===== src/hdl/mws_sqrt_pipe.sv =====
// Pipelined integer square root, one root bit per register stage.
// No dependencies; a tag and a valid bit travel alongside the operand.
module mws_sqrt_pipe #(
  parameter int RB = 18,
  parameter int TW = 8
) (
  input  logic            clk,
  input  logic            rst,
  input  logic            en,
  input  logic            vld_in,
  input  logic [2*RB-1:0] rad,
  input  logic [TW-1:0]   tag_in,
  output logic            vld_out,
  output logic [RB-1:0]   root,
  output logic [TW-1:0]   tag_out
);

  logic [RB:0]     rem_q  [RB];
  logic [RB-1:0]   root_q [RB];
  logic [2*RB-1:0] rad_q  [RB];
  logic [TW-1:0]   tag_q  [RB];
  logic [RB-1:0]   vld_q;

  for (genvar i = 0; i < RB; i++) begin : g_stage
    logic [RB:0]     rem_i;
    logic [RB-1:0]   root_i;
    logic [2*RB-1:0] rad_i;
    logic [TW-1:0]   tag_i;
    logic            vld_i;
    logic [RB+2:0]   rem_t;
    logic [RB+2:0]   trial;
    logic            geq;

    if (i == 0) begin : g_first
      assign rem_i  = '0;
      assign root_i = '0;
      assign rad_i  = rad;
      assign tag_i  = tag_in;
      assign vld_i  = vld_in;
    end else begin : g_next
      assign rem_i  = rem_q[i-1];
      assign root_i = root_q[i-1];
      assign rad_i  = rad_q[i-1];
      assign tag_i  = tag_q[i-1];
      assign vld_i  = vld_q[i-1];
    end

    always_comb begin
      rem_t = {rem_i, rad_i[2*(RB-1-i)+1 -: 2]};
      trial = {1'b0, root_i, 2'b01};
      geq   = rem_t >= trial;
    end

    always_ff @(posedge clk) begin
      if (rst) begin
        vld_q[i] <= 1'b0;
      end else if (en) begin
        vld_q[i] <= vld_i;
      end
    end

    always_ff @(posedge clk) begin
      if (en) begin
        rem_q[i]  <= geq ? (RB+1)'(rem_t - trial) : (RB+1)'(rem_t);
        root_q[i] <= {root_i[RB-2:0], geq};
        rad_q[i]  <= rad_i;
        tag_q[i]  <= tag_i;
      end
    end
  end

  assign vld_out = vld_q[RB-1];
  assign root    = root_q[RB-1];
  assign tag_out = tag_q[RB-1];

endmodule


===== config.mk =====
export PLATFORM = sky130hd
export DESIGN_NAME = mws_sqrt_pipe
export DESIGN_NICKNAME = d
export VERILOG_FILES = /design/src/hdl/mws_sqrt_pipe.sv
export SDC_FILE = /design/constraint.sdc
export NUM_CORES = 1
export LEC_CHECK = 0
export BUFFER_PORTS_ARGS = -buffer_cell sky130_fd_sc_hd__buf_2
export CORE_MARGIN = 2
export CORE_UTILIZATION = 58
export DETAILED_ROUTE_END_ITERATION = 8
export PLACE_DENSITY = 0.74
export SYNTH_ARGS = -nofsm -noshare
export SYNTH_HDL_FRONTEND = slang
export SYNTH_SLANG_ARGS = --single-unit

===== constraint.sdc =====
create_clock -name clk -period 4.5 [get_ports clk]
set_input_delay 0.9 -clock clk [delete_from_list [all_inputs] [get_ports clk]]
set_output_delay 0.9 -clock clk [all_outputs]
set_load 0.01 [all_outputs]

==> metrics, run 1 <==
Gate power share 0.137; clock network power share 0.356; vias per std cell 5.683; total gr overflow 0; setup_tns 0 ps; VDD IR max 375.0 uV; synthesized instance count 2,953; Cell variety after synth 76; cell internal pwr 16.52 mW; Area growth syn-to-layout 11.78%; R2R Path Start rem_q[13][0]$_DFFE_PP_; CP Max Fanout 30; # diodes 0; Worst EP required 4910 ps; Total GRT Usage 0.1987; Flop pwr share 0.508; reg2reg setup slack 940 ps; worst-margin pin slew 1135 ps; post-route minimum period 3557 ps; register area share after synthesis 0.6859; Global Route met3 Usage 0.02770; Slowest-stage cell, CP o211a_1; WL/cell 17.51 um; Slew Viols, Final 0; WHS Endpoint tag_q[0][1]$_DFFE_PP_; IO Pins 75; RSZ-0062 raised after global routing no; Pwr per Cell Area 483.9 mW/mm^2; CP endpoint kind register; fraction of layout cells with a size suffix above 1 0.09486; Cell Rows 97; Starting Density 0.5849; Post-synth EDFFs 922; crit path launch type register; Net Sw Frac 0.2531; hold path depth 1; Synth Register Bits 940; vias in the first global route 23,102; CP bufs+invs 1; Die ar. 0.07264 mm^2; clk_skew 29.12 ps; largest net degree at the start of global routing 137; CTS root buf clkbuf_16; Total Wirelength 72.01 mm; Net Sw Power 5.598 mW; busiest grt layer met2; post-synthesis cell area 0.04089 mm^2; first-pass GRT wire length 117.5 mm; Mean Syn Cell Area 13.85 um^2; Worst R2R Path Depth 8; die span in x 269.5 um; # setup viols final 0; CTS Sinks 940; Top FF cell, synth edfxtp_1; met2 GRT Util 0.3401; Critical Path AT 3970 ps; die height 269.5 um; YS warnings 0; post-CTS sizing 0; TritonCTS Buffers 95; Levels on crit path 8; Port-buffer cells 74; GPL Wtd Cong 0.8951; CTS Buffer Depth 3; crit-path leading delay family compound AO/OA/AOI/OAI gates; Fin. Hold Viols 0; Hold Crit Start tag_in[1]; Clk Latency, worst-skew pair 660 ps; final core utilization 0.6538; Leak 17.45 nW; Max-Cap Viols 0; fin nets 3,332; Worst R2R End rem_q[14][10]$_DFFE_PP_; cts hold-fix bufs 0; Syn Nets 3,191; critical path class register to register; met1 usage 0.2636; worst hold path class primary input to register; DRT iter0 DRCs 1,853; fmax 281.1 MHz; initial antenna violation count 0; status completed; Clk pin slew, worst setup/hold paths 60 ps; Slew HR 0.2376; Core ar. 0.06991 mm^2; Max H-tree Level 3; slowest cell delay on critical path 770 ps; ANT nets after route 0; DRC 0; Detailed Routing Iterations Pass 1 5; asr flop ratio synth 0; DP HPWL 49.23 mm; CTS tree built; Post-CTS Setup Inserts 0; Tcrit/Tclk final 0.7905; routed vias 23,374; critical-path cell list ha_1 -> o21a_1 -> nor4_1 -> o21ai_0 -> a211oi_1 -> o211a_1 -> inv_1 -> mux2_2
[final cells by class]
class / instances / area, um^2
Clock inverter: 61 / 710.7
Sequential cell: 940 / 28050
Tap cell: 940 / 1176
Multi-Input combinational cell: 1721 / 11750
Clock buffer: 115 / 2482
Fill cell: 4933 / 24200
Inverter: 242 / 908.4
Timing Repair Buffer: 94 / 630.6
[cells in the mapped netlist, types with 26 or more instances]
cell / instances / area, um^2
nor3_1: 59 / 295.3
nor2_1: 220 / 825.8
xnor2_1: 120 / 1051
or3_1: 29 / 181.4
nand2b_1: 35 / 219.0
nand3_1: 42 / 210.2
clkbuf_1: 38 / 142.6
a21oi_1: 190 / 950.9
o21ai_0: 125 / 625.6
a21o_1: 41 / 307.8
nand4_1: 33 / 206.5
mux2_2: 26 / 292.8
nand2_1: 159 / 596.8
nor4_1: 37 / 231.5
xor2_1: 95 / 832.1
inv_1: 242 / 908.4
edfxtp_1: 922 / 27690
o21a_1: 32 / 240.2
ha_1: 190 / 2377
[flip-flops by register name, indices dropped and copies added, names as in the netlist]
signal	cells
g_stage.vld_i	17
rad_q	306
rem_q	301
root_q	171
tag_q	144
vld_out	1
[metrics by stage]
stage | cells | setup slack, ps | cell area (um^2) | power [mW] | hold slack (ps)
2_1_floorplan | 2953 | 1630 | 40890 | 13.40 | 400.3
3_3_place_gp | 3937 | 1085 | 42510 | 14.27 | 400.4
3_5_place_dp | 3937 | 946.7 | 42510 | 14.39 | 404.5
4_1_cts | 4113 | 936.3 | 45700 | 22.29 | 357.5
5_1_grt | 4113 | 570.5 | 45700 | 23.10 | 374.5
6_report | 4113 | 942.6 | 45700 | 22.11 | 400.8
[logic make-up (layout without fill, tap and decap cells)]
logic type | Yosys count | count (layout) | synth area share
fa+ha+maj | 190 | 190 | 0.05814
xor+xnor | 215 | 215 | 0.04605
flops | 940 | 940 | 0.6859
simple gates | 728 | 728 | 0.08822
mux | 51 | 51 | 0.01328
other cells | 1 | 1 | 0.00009171
buf+inv | 292 | 512 | 0.02711
compound gates | 536 | 536 | 0.08115
[placed cells by master (no fill, tap or decap), types with 18 or more instances in the layout]
| cell | netlist | routed |
|---|---|---|
| nand4_1 | 33 | 33 |
| mux2_2 | 26 | 26 |
| xor2_1 | 95 | 95 |
| or3_1 | 29 | 29 |
| o21a_1 | 32 | 32 |
| a21o_1 | 41 | 41 |
| nor2b_1 | 25 | 25 |
| mux2i_1 | 25 | 25 |
| buf_2 | 7 | 73 |
| nor4_1 | 37 | 37 |
| o21ai_0 | 125 | 125 |
| ha_1 | 190 | 190 |
| edfxtp_1 | 922 | 922 |
| dfxtp_1 | 18 | 18 |
| nor3_1 | 59 | 59 |
| xnor2_1 | 120 | 120 |
| nand2_1 | 159 | 159 |
| nand3_1 | 42 | 42 |
| clkinv_2 | 0 | 22 |
| a21oi_1 | 190 | 190 |
| clkbuf_16 | 0 | 95 |
| nand2b_1 | 35 | 35 |
| inv_1 | 242 | 242 |
| nor2_1 | 220 | 220 |
[worst max-delay path by stage]
stage,from,to,slack (ps)
finish,rem_q[13][0]$_DFFE_PP_,rem_q[14][10]$_DFFE_PP_,940
global route,rem_q[14][10]$_DFFE_PP_,rem_q[15][9]$_DFFE_PP_,570
CTS,rem_q[14][10]$_DFFE_PP_,rem_q[15][9]$_DFFE_PP_,940
detailed placement,rem_q[14][10]$_DFFE_PP_,rem_q[15][9]$_DFFE_PP_,950
global placement,rem_q[14][10]$_DFFE_PP_,rem_q[15][9]$_DFFE_PP_,1080
floorplan,rem_q[9][0]$_DFFE_PP_,rem_q[10][0]$_DFFE_PP_,1630
[routing by layer]
metal  routed length (um)  vias to the layer above
met2                35690                      639
met1                31190                    11325
li1                     -                    11266
met3                 3273                      144
met5                    0                        -
met4                 1858                        0
[power groups by stage]
| stage | Combinational (mW) | Clock (mW) | Sequential (mW) |
|---|---|---|---|
| finish | 3.02 | 7.86 | 11.2 |
| global route | 3.39 | 8.39 | 11.3 |
| global placement | 2.89 | 0 | 11.4 |
| detailed placement | 2.98 | 0 | 11.4 |
| floorplan | 2.21 | 0 | 11.2 |
| CTS | 3.00 | 8.05 | 11.2 |
[worst reg2reg max path: stages (launching register included)]
cell	delay, ps
edfxtp_1	390
ha_1	370
o21a_1	150
nor4_1	350
o21ai_0	310
a211oi_1	500
o211a_1	770
inv_1	160
mux2_2	310
(Power assumes the default switching activity.)
==> run 2, diff against run 1 <==
==> constraint.sdc (replaced) <==
create_clock -name clk -period 3.55 [get_ports clk]
set_input_delay 0.71 -clock clk [delete_from_list [all_inputs] [get_ports clk]]
set_output_delay 0.71 -clock clk [all_outputs]
set_load 0.01 [all_outputs]
==> run 2 against run 1 <==
- critical endpoint is now rem_q[14][18]$_DFFE_PP_
- non-clock buffer count rose by 35
- clock power is 28% higher
- largest cell class unchanged
- highest routed layer unchanged
- combinational power is 29% higher
==> metrics, run 2 (synthesis gave the netlist of run 1 again) <==
Worst R2R Path Depth 9 (+1); reg2reg setup slack 300 ps (-640 ps); CTS Sinks 940 (unchanged); # setup viols final 0 (unchanged); fmax 307.5 MHz (+9.4%); IO Pins 75 (unchanged); Max-Cap Viols 0 (unchanged); Tcrit/Tclk final 0.9160 (+0.1254); TritonCTS Buffers 96 (+1.1%); Critical Path AT 3650 ps (-320 ps); Worst R2R End rem_q[14][18]$_DFFE_PP_; Slew Viols, Final 0 (unchanged); crit path launch type register; Slew HR 0.2584 (+0.02079); Clk Latency, worst-skew pair 660 ps (about the same); CP Max Fanout 12 (-60%); RSZ-0062 raised after global routing no; worst-margin pin slew 1111 ps (-24.25 ps); initial antenna violation count 0 (unchanged); DRC 0 (unchanged); Max H-tree Level 3 (unchanged); Cell Rows 97 (unchanged); largest net degree at the start of global routing 108 (-21%); Fin. Hold Viols 0 (unchanged); clk_skew 25.15 ps (-3.974 ps); setup_tns 0 ps (unchanged); routed vias 23,236 (-0.59%); CTS root buf clkbuf_16; Total Wirelength 71.52 mm (-0.68%); critical path endpoint rem_q[14][18]$_DFFE_PP_; post-CTS sizing 0 (unchanged); die height 269.5 um (unchanged); Leak 17.69 nW (+1.4%); CP endpoint kind register; Port-buffer cells 74 (unchanged); status completed; most common cell after layout, fill and taps aside edfxtp_1; Hold Crit Start rad[24]; Clk pin slew, worst setup/hold paths 60 ps (about the same); critical path class register to register; DP HPWL 49.87 mm (+1.3%); fraction of layout cells with a size suffix above 1 0.1009 (+0.006072); first-pass GRT wire length 116.5 mm (-0.87%); R2R Path Start rem_q[13][0]$_DFFE_PP_; vias per std cell 5.599 (-1.5%); Largest register FFs 306 (unchanged); Worst Setup SP rem_q[13][0]$_DFFE_PP_; Starting Density 0.5849 (unchanged); VDD IR max 485.8 uV (+30%); Total GRT Usage 0.1971 (-0.001640); Area growth syn-to-layout 12.83%; Pwr per Cell Area 612.6 mW/mm^2 (+27%); Most flops, register rad_q; Layout fillers 4,916 (-0.34%); post-route minimum period 3252 ps (-305.7 ps); ANT nets after route 0 (unchanged); Post-CTS Setup Inserts 0 (unchanged); worst hold path class primary input to register; CTS Buffer Depth 3 (unchanged); fin nets 3,368 (+1.1%); register area 0.02805 mm^2 (unchanged); cts hold-fix bufs 0 (unchanged); # diodes 0 (unchanged); CTS tree built; Detailed Routing Iterations Pass 1 5 (unchanged); GPL Wtd Cong 0.9050 (+1.1%); vias in the first global route 23,331 (+0.99%); Top Registers rad_q: 306 flops, rem_q: 301 flops, root_q: 171 flops; Worst EP required 3950 ps (-960 ps); Core ar. 0.06991 mm^2 (unchanged); DP Cell Count 3,972 (+0.89%); WL/cell 17.23 um (-1.6%); die span in x 269.5 um (unchanged); total gr overflow 0 (unchanged); commonest non-fill, non-tap cells in the layout edfxtp_1, inv_1, nor2_1; DRT iter0 DRCs 1,797 (-3.0%); area of the multi-input gates 0.01175 mm^2 (unchanged); fin cells 4,150 (+0.90%); Die ar. 0.07264 mm^2 (unchanged)
==> run 2: worst min path at each step <==
stage	end	cells after the start	slack, ps
4_1_cts	rad_q[0][32]$_DFFE_PP_	1	180
2_1_floorplan	rad_q[10][0]$_DFFE_PP_	0	400
3_5_place_dp	rad_q[10][1]$_DFFE_PP_	0	400
3_3_place_gp	rad_q[7][8]$_DFFE_PP_	0	400
6_report	rad_q[0][24]$_DFFE_PP_	1	220
5_1_grt	rad_q[0][27]$_DFFE_PP_	1	180
==> run 2: report_power, final <==
part | total (mW) | switching, mW | internal [mW]
clock | 10.1 | 4.15 | 5.99
combinational | 3.89 | 2.21 | 1.68
sequential | 14.2 | 0.646 | 13.6
total | 28.3 | 7.00 | 21.3
==> run 2: cell type report <==
type,count,share of cell area
clock inverter,61,0.01592
inverter,242,0.01969
clock buffer,117,0.05422
tap,940,0.02549
multi-input combinational,1721,0.2546
timing repair buffer,129,0.02208
sequential,940,0.6080
==> run 2: worst max-delay path: stages (launching register included) <==
cell,delay [ps]
edfxtp_1,390
ha_1,370
o21a_1,150
nor4_1,380
o21ai_0,350
a211oi_1,450
o211a_1,360
buf_4,230
nor2_1,50
mux2_2,250
==> run 2: metal layers <==
| metal | share of wire | global-route usage | up-vias |
|---|---|---|---|
| li1 | - | - | 11338 |
| met1 | 0.44 | 0.2580 | 11189 |
| met2 | 0.49 | 0.3327 | 541 |
| met3 | 0.041 | 0.03063 | 168 |
| met4 | 0.035 | 0.07792 | 0 |
| met5 | 0 | 0 | - |
==> run 2: metrics by stage <==
stage / cell area, um^2 / utilization / power [mW] / worst slack [ps] / hold slack, ps
4_1_cts: 46130 / 0.6599 / 28.52 / 326.0 / 180.5
2_1_floorplan: 40890 / - / 16.98 / 679.7 / 400.3
3_3_place_gp: 42900 / 0.6136 / 18.14 / 434.2 / 400.4
5_1_grt: 46130 / 0.6599 / 29.53 / 26.96 / 183.7
3_5_place_dp: 42900 / 0.6136 / 18.30 / 342.0 / 404.5
6_report: 46130 / 0.6599 / 28.26 / 298.3 / 216.3
==> run 3, diff against run 2 <==
--- a/config.mk
+++ b/config.mk
@@ -7,9 +7,10 @@
 export LEC_CHECK = 0
 export BUFFER_PORTS_ARGS = -buffer_cell sky130_fd_sc_hd__buf_2
 export CORE_MARGIN = 2
-export CORE_UTILIZATION = 58
+export CORE_UTILIZATION = 60
 export DETAILED_ROUTE_END_ITERATION = 8
-export PLACE_DENSITY = 0.74
+export PLACE_DENSITY = 0.77
+export SETUP_SLACK_MARGIN = 0.5
 export SYNTH_ARGS = -nofsm -noshare
 export SYNTH_HDL_FRONTEND = slang
 export SYNTH_SLANG_ARGS = --single-unit
==> run 3 against run 2 <==
- register-to-register slack gained 250 ps
- largest power group unchanged
- utilization grew 2.5 points
- count of clock-buffer cells in the layout shrank 3
- setup slack gained 250 ps
- highest routed layer unchanged
- critical endpoint is now rem_q[16][18]$_DFFE_PP_
==> metrics, run 3 (synthesis gave the netlist of run 1 again) <==
Clk Latency, worst-skew pair 640 ps (-20 ps); slowest cell delay on critical path 480 ps (+30 ps); worst hold path class primary input to register; Slew HR 0.4772 (+0.2188); CP Max Fanout 11 (-1); Total Wirelength 73.09 mm (+2.2%); initial antenna violation count 1 (+1); CTS tree built; design area 0.04610 mm^2 (about the same); WL/cell 17.86 um (+3.6%); CTS root buf clkbuf_16; Slew Viols, Final 0 (unchanged); die height 265.1 um (-1.7%); total gr overflow 0 (unchanged); most common cell after layout, fill and taps aside edfxtp_1; Core ar. 0.06728 mm^2 (-3.8%); cts hold-fix bufs 0 (unchanged); Power Total 28.05 mW (-0.76%); crit-path leading delay family compound AO/OA/AOI/OAI gates; Fin. Hold Viols 0 (unchanged); register area 0.02805 mm^2 (unchanged); Largest register FFs 306 (unchanged); post-route minimum period 3000 ps (-252.1 ps); TritonCTS Buffers 94 (-2.1%); critical path class register to register; cell internal pwr 21.04 mW (-1.0%); Net Sw Frac 0.2497 (+0.001945); Pwr per Cell Area 608.4 mW/mm^2 (-0.69%); Critical Path AT 3400 ps (-250 ps); ANT nets after route 0 (unchanged); DP Cell Count 3,911 (-1.5%); Tcrit/Tclk final 0.8450 (-0.07100); commonest non-fill, non-tap cells in the layout edfxtp_1, inv_1, nor2_1; Gate power share 0.142 (+0.004); Flop pwr share 0.507 (+0.003); CTS Buffer Depth 3 (unchanged); DP HPWL 50.50 mm (+1.3%); DP Area 0.04282 mm^2 (-0.18%); Slowest-stage cell, CP a211o_2; first-pass GRT wire length 117.8 mm (+1.2%); fraction of layout cells with a size suffix above 1 0.1099 (+0.009003); worst-margin pin slew 784.2 ps (-326.4 ps); fin nets 3,380 (+0.36%); crit path launch type register; critical-path cell list ha_1 -> a2111oi_0 -> o21ai_1 -> nand2_1 -> o31ai_1 -> a211o_2 -> buf_4 -> nor2b_1 -> mux2_2; CTS Sinks 940 (unchanged); routed vias 23,544 (+1.3%); final core utilization 0.6852 (+0.02531); Most flops, register rad_q; CP endpoint kind register; fmax 333.4 MHz (+8.4%); Area growth syn-to-layout 12.75% (about the same); VDD IR max 408.9 uV (-16%); Starting Density 0.6078 (+0.02286); Clk pin slew, worst setup/hold paths 60 ps (about the same); Max H-tree Level 3 (unchanged); CP bufs+invs 1 (unchanged); setup ws final 550.4 ps (+252.1 ps); Max-Cap Viols 0 (unchanged); Top Registers rad_q: 306 flops, rem_q: 301 flops, root_q: 171 flops; Layout fillers 4,616 (-6.1%); area of the multi-input gates 0.01184 mm^2 (+0.81%); vias per std cell 5.752 (+2.7%); Total GRT Usage 0.2084 (+0.01129); clock network power share 0.351 (-0.008); IO Pins 75 (unchanged); Cell Rows 95 (-2.1%); # setup viols final 0 (unchanged); setup_tns 0 ps (unchanged); DRC 0 (unchanged); Die ar. 0.07025 mm^2 (-3.3%); status completed; Net Sw Power 7.004 mW (about the same); Detailed Routing Iterations Pass 1 5 (unchanged); DRT iter0 DRCs 1,792 (-0.28%); vias in the first global route 23,421 (+0.39%); Port-buffer cells 74 (unchanged); RSZ-0062 raised after global routing yes; worst slack, placed 344.3 ps (+2.316 ps); fin cells 4,093 (-1.4%); Worst EP required 3950 ps (about the same); largest net degree at the start of global routing 96 (-11%); Leak 17.70 nW (about the same); # diodes 0 (unchanged); hold_ws 236.9 ps (+20.66 ps); GPL Wtd Cong 0.9309 (+2.9%); die span in x 265.1 um (-1.7%); clk_skew 13.75 ps (-11.40 ps)
run 3: changes by cell type in the layout (fill, tap and decap cells not counted), sizes merged:
cell,delta
clkinvlp,+1
clkbuf,-3
inv,+1
buf,+14
clkinv,-1
bufinv,-2
run 3: power groups by stage:
stage               registers [mW]  clock network (mW)  logic [mW]
floorplan                     14.2                   0        2.80
global placement              14.4                   0        3.73
detailed placement            14.4                   0        3.86
CTS                           14.2                10.1        3.91
global route                  14.3                10.5        4.43
finish                        14.2                9.84        3.98
run 3: final timing paths:
path,startpoint,endpoint,slack [ps],cells past startpoint
max reg2reg,rem_q[15][4]$_DFFE_PP_,rem_q[16][18]$_DFFE_PP_,550,9
min,rad[3],rad_q[0][3]$_DFFE_PP_,240,1
max,rem_q[15][4]$_DFFE_PP_,rem_q[16][18]$_DFFE_PP_,550,9
min reg2reg,tag_q[11][7]$_DFFE_PP_,tag_q[12][7]$_DFFE_PP_,410,0
run 3: repair_timing:
action                     4_1_cts  5_1_grt
setup endpoints to repair       27       46
gates resized for setup          8       20
buffers inserted                 4        4
pin swaps                        1        1
gates cloned                     0        0
run 3: final cells by class:
| cell class | instances | area share |
|---|---|---|
| Sequential cell | 940 | 0.6084 |
| Multi-Input combinational cell | 1721 | 0.2569 |
| Clock buffer | 114 | 0.05311 |
| Tap cell | 873 | 0.02369 |
| Timing Repair Buffer | 143 | 0.02356 |
| Inverter | 242 | 0.01970 |
| Clock inverter | 60 | 0.01466 |
run 3: layer usage:
metal,part of all wire,wire length [um],track usage,up-vias
li1,-,-,-,11379
met1,0.44,32060,0.2782,11407
met2,0.49,35610,0.3532,626
met3,0.049,3590,0.03129,132
met4,0.025,1834,0.07070,0
met5,0,0,0,-
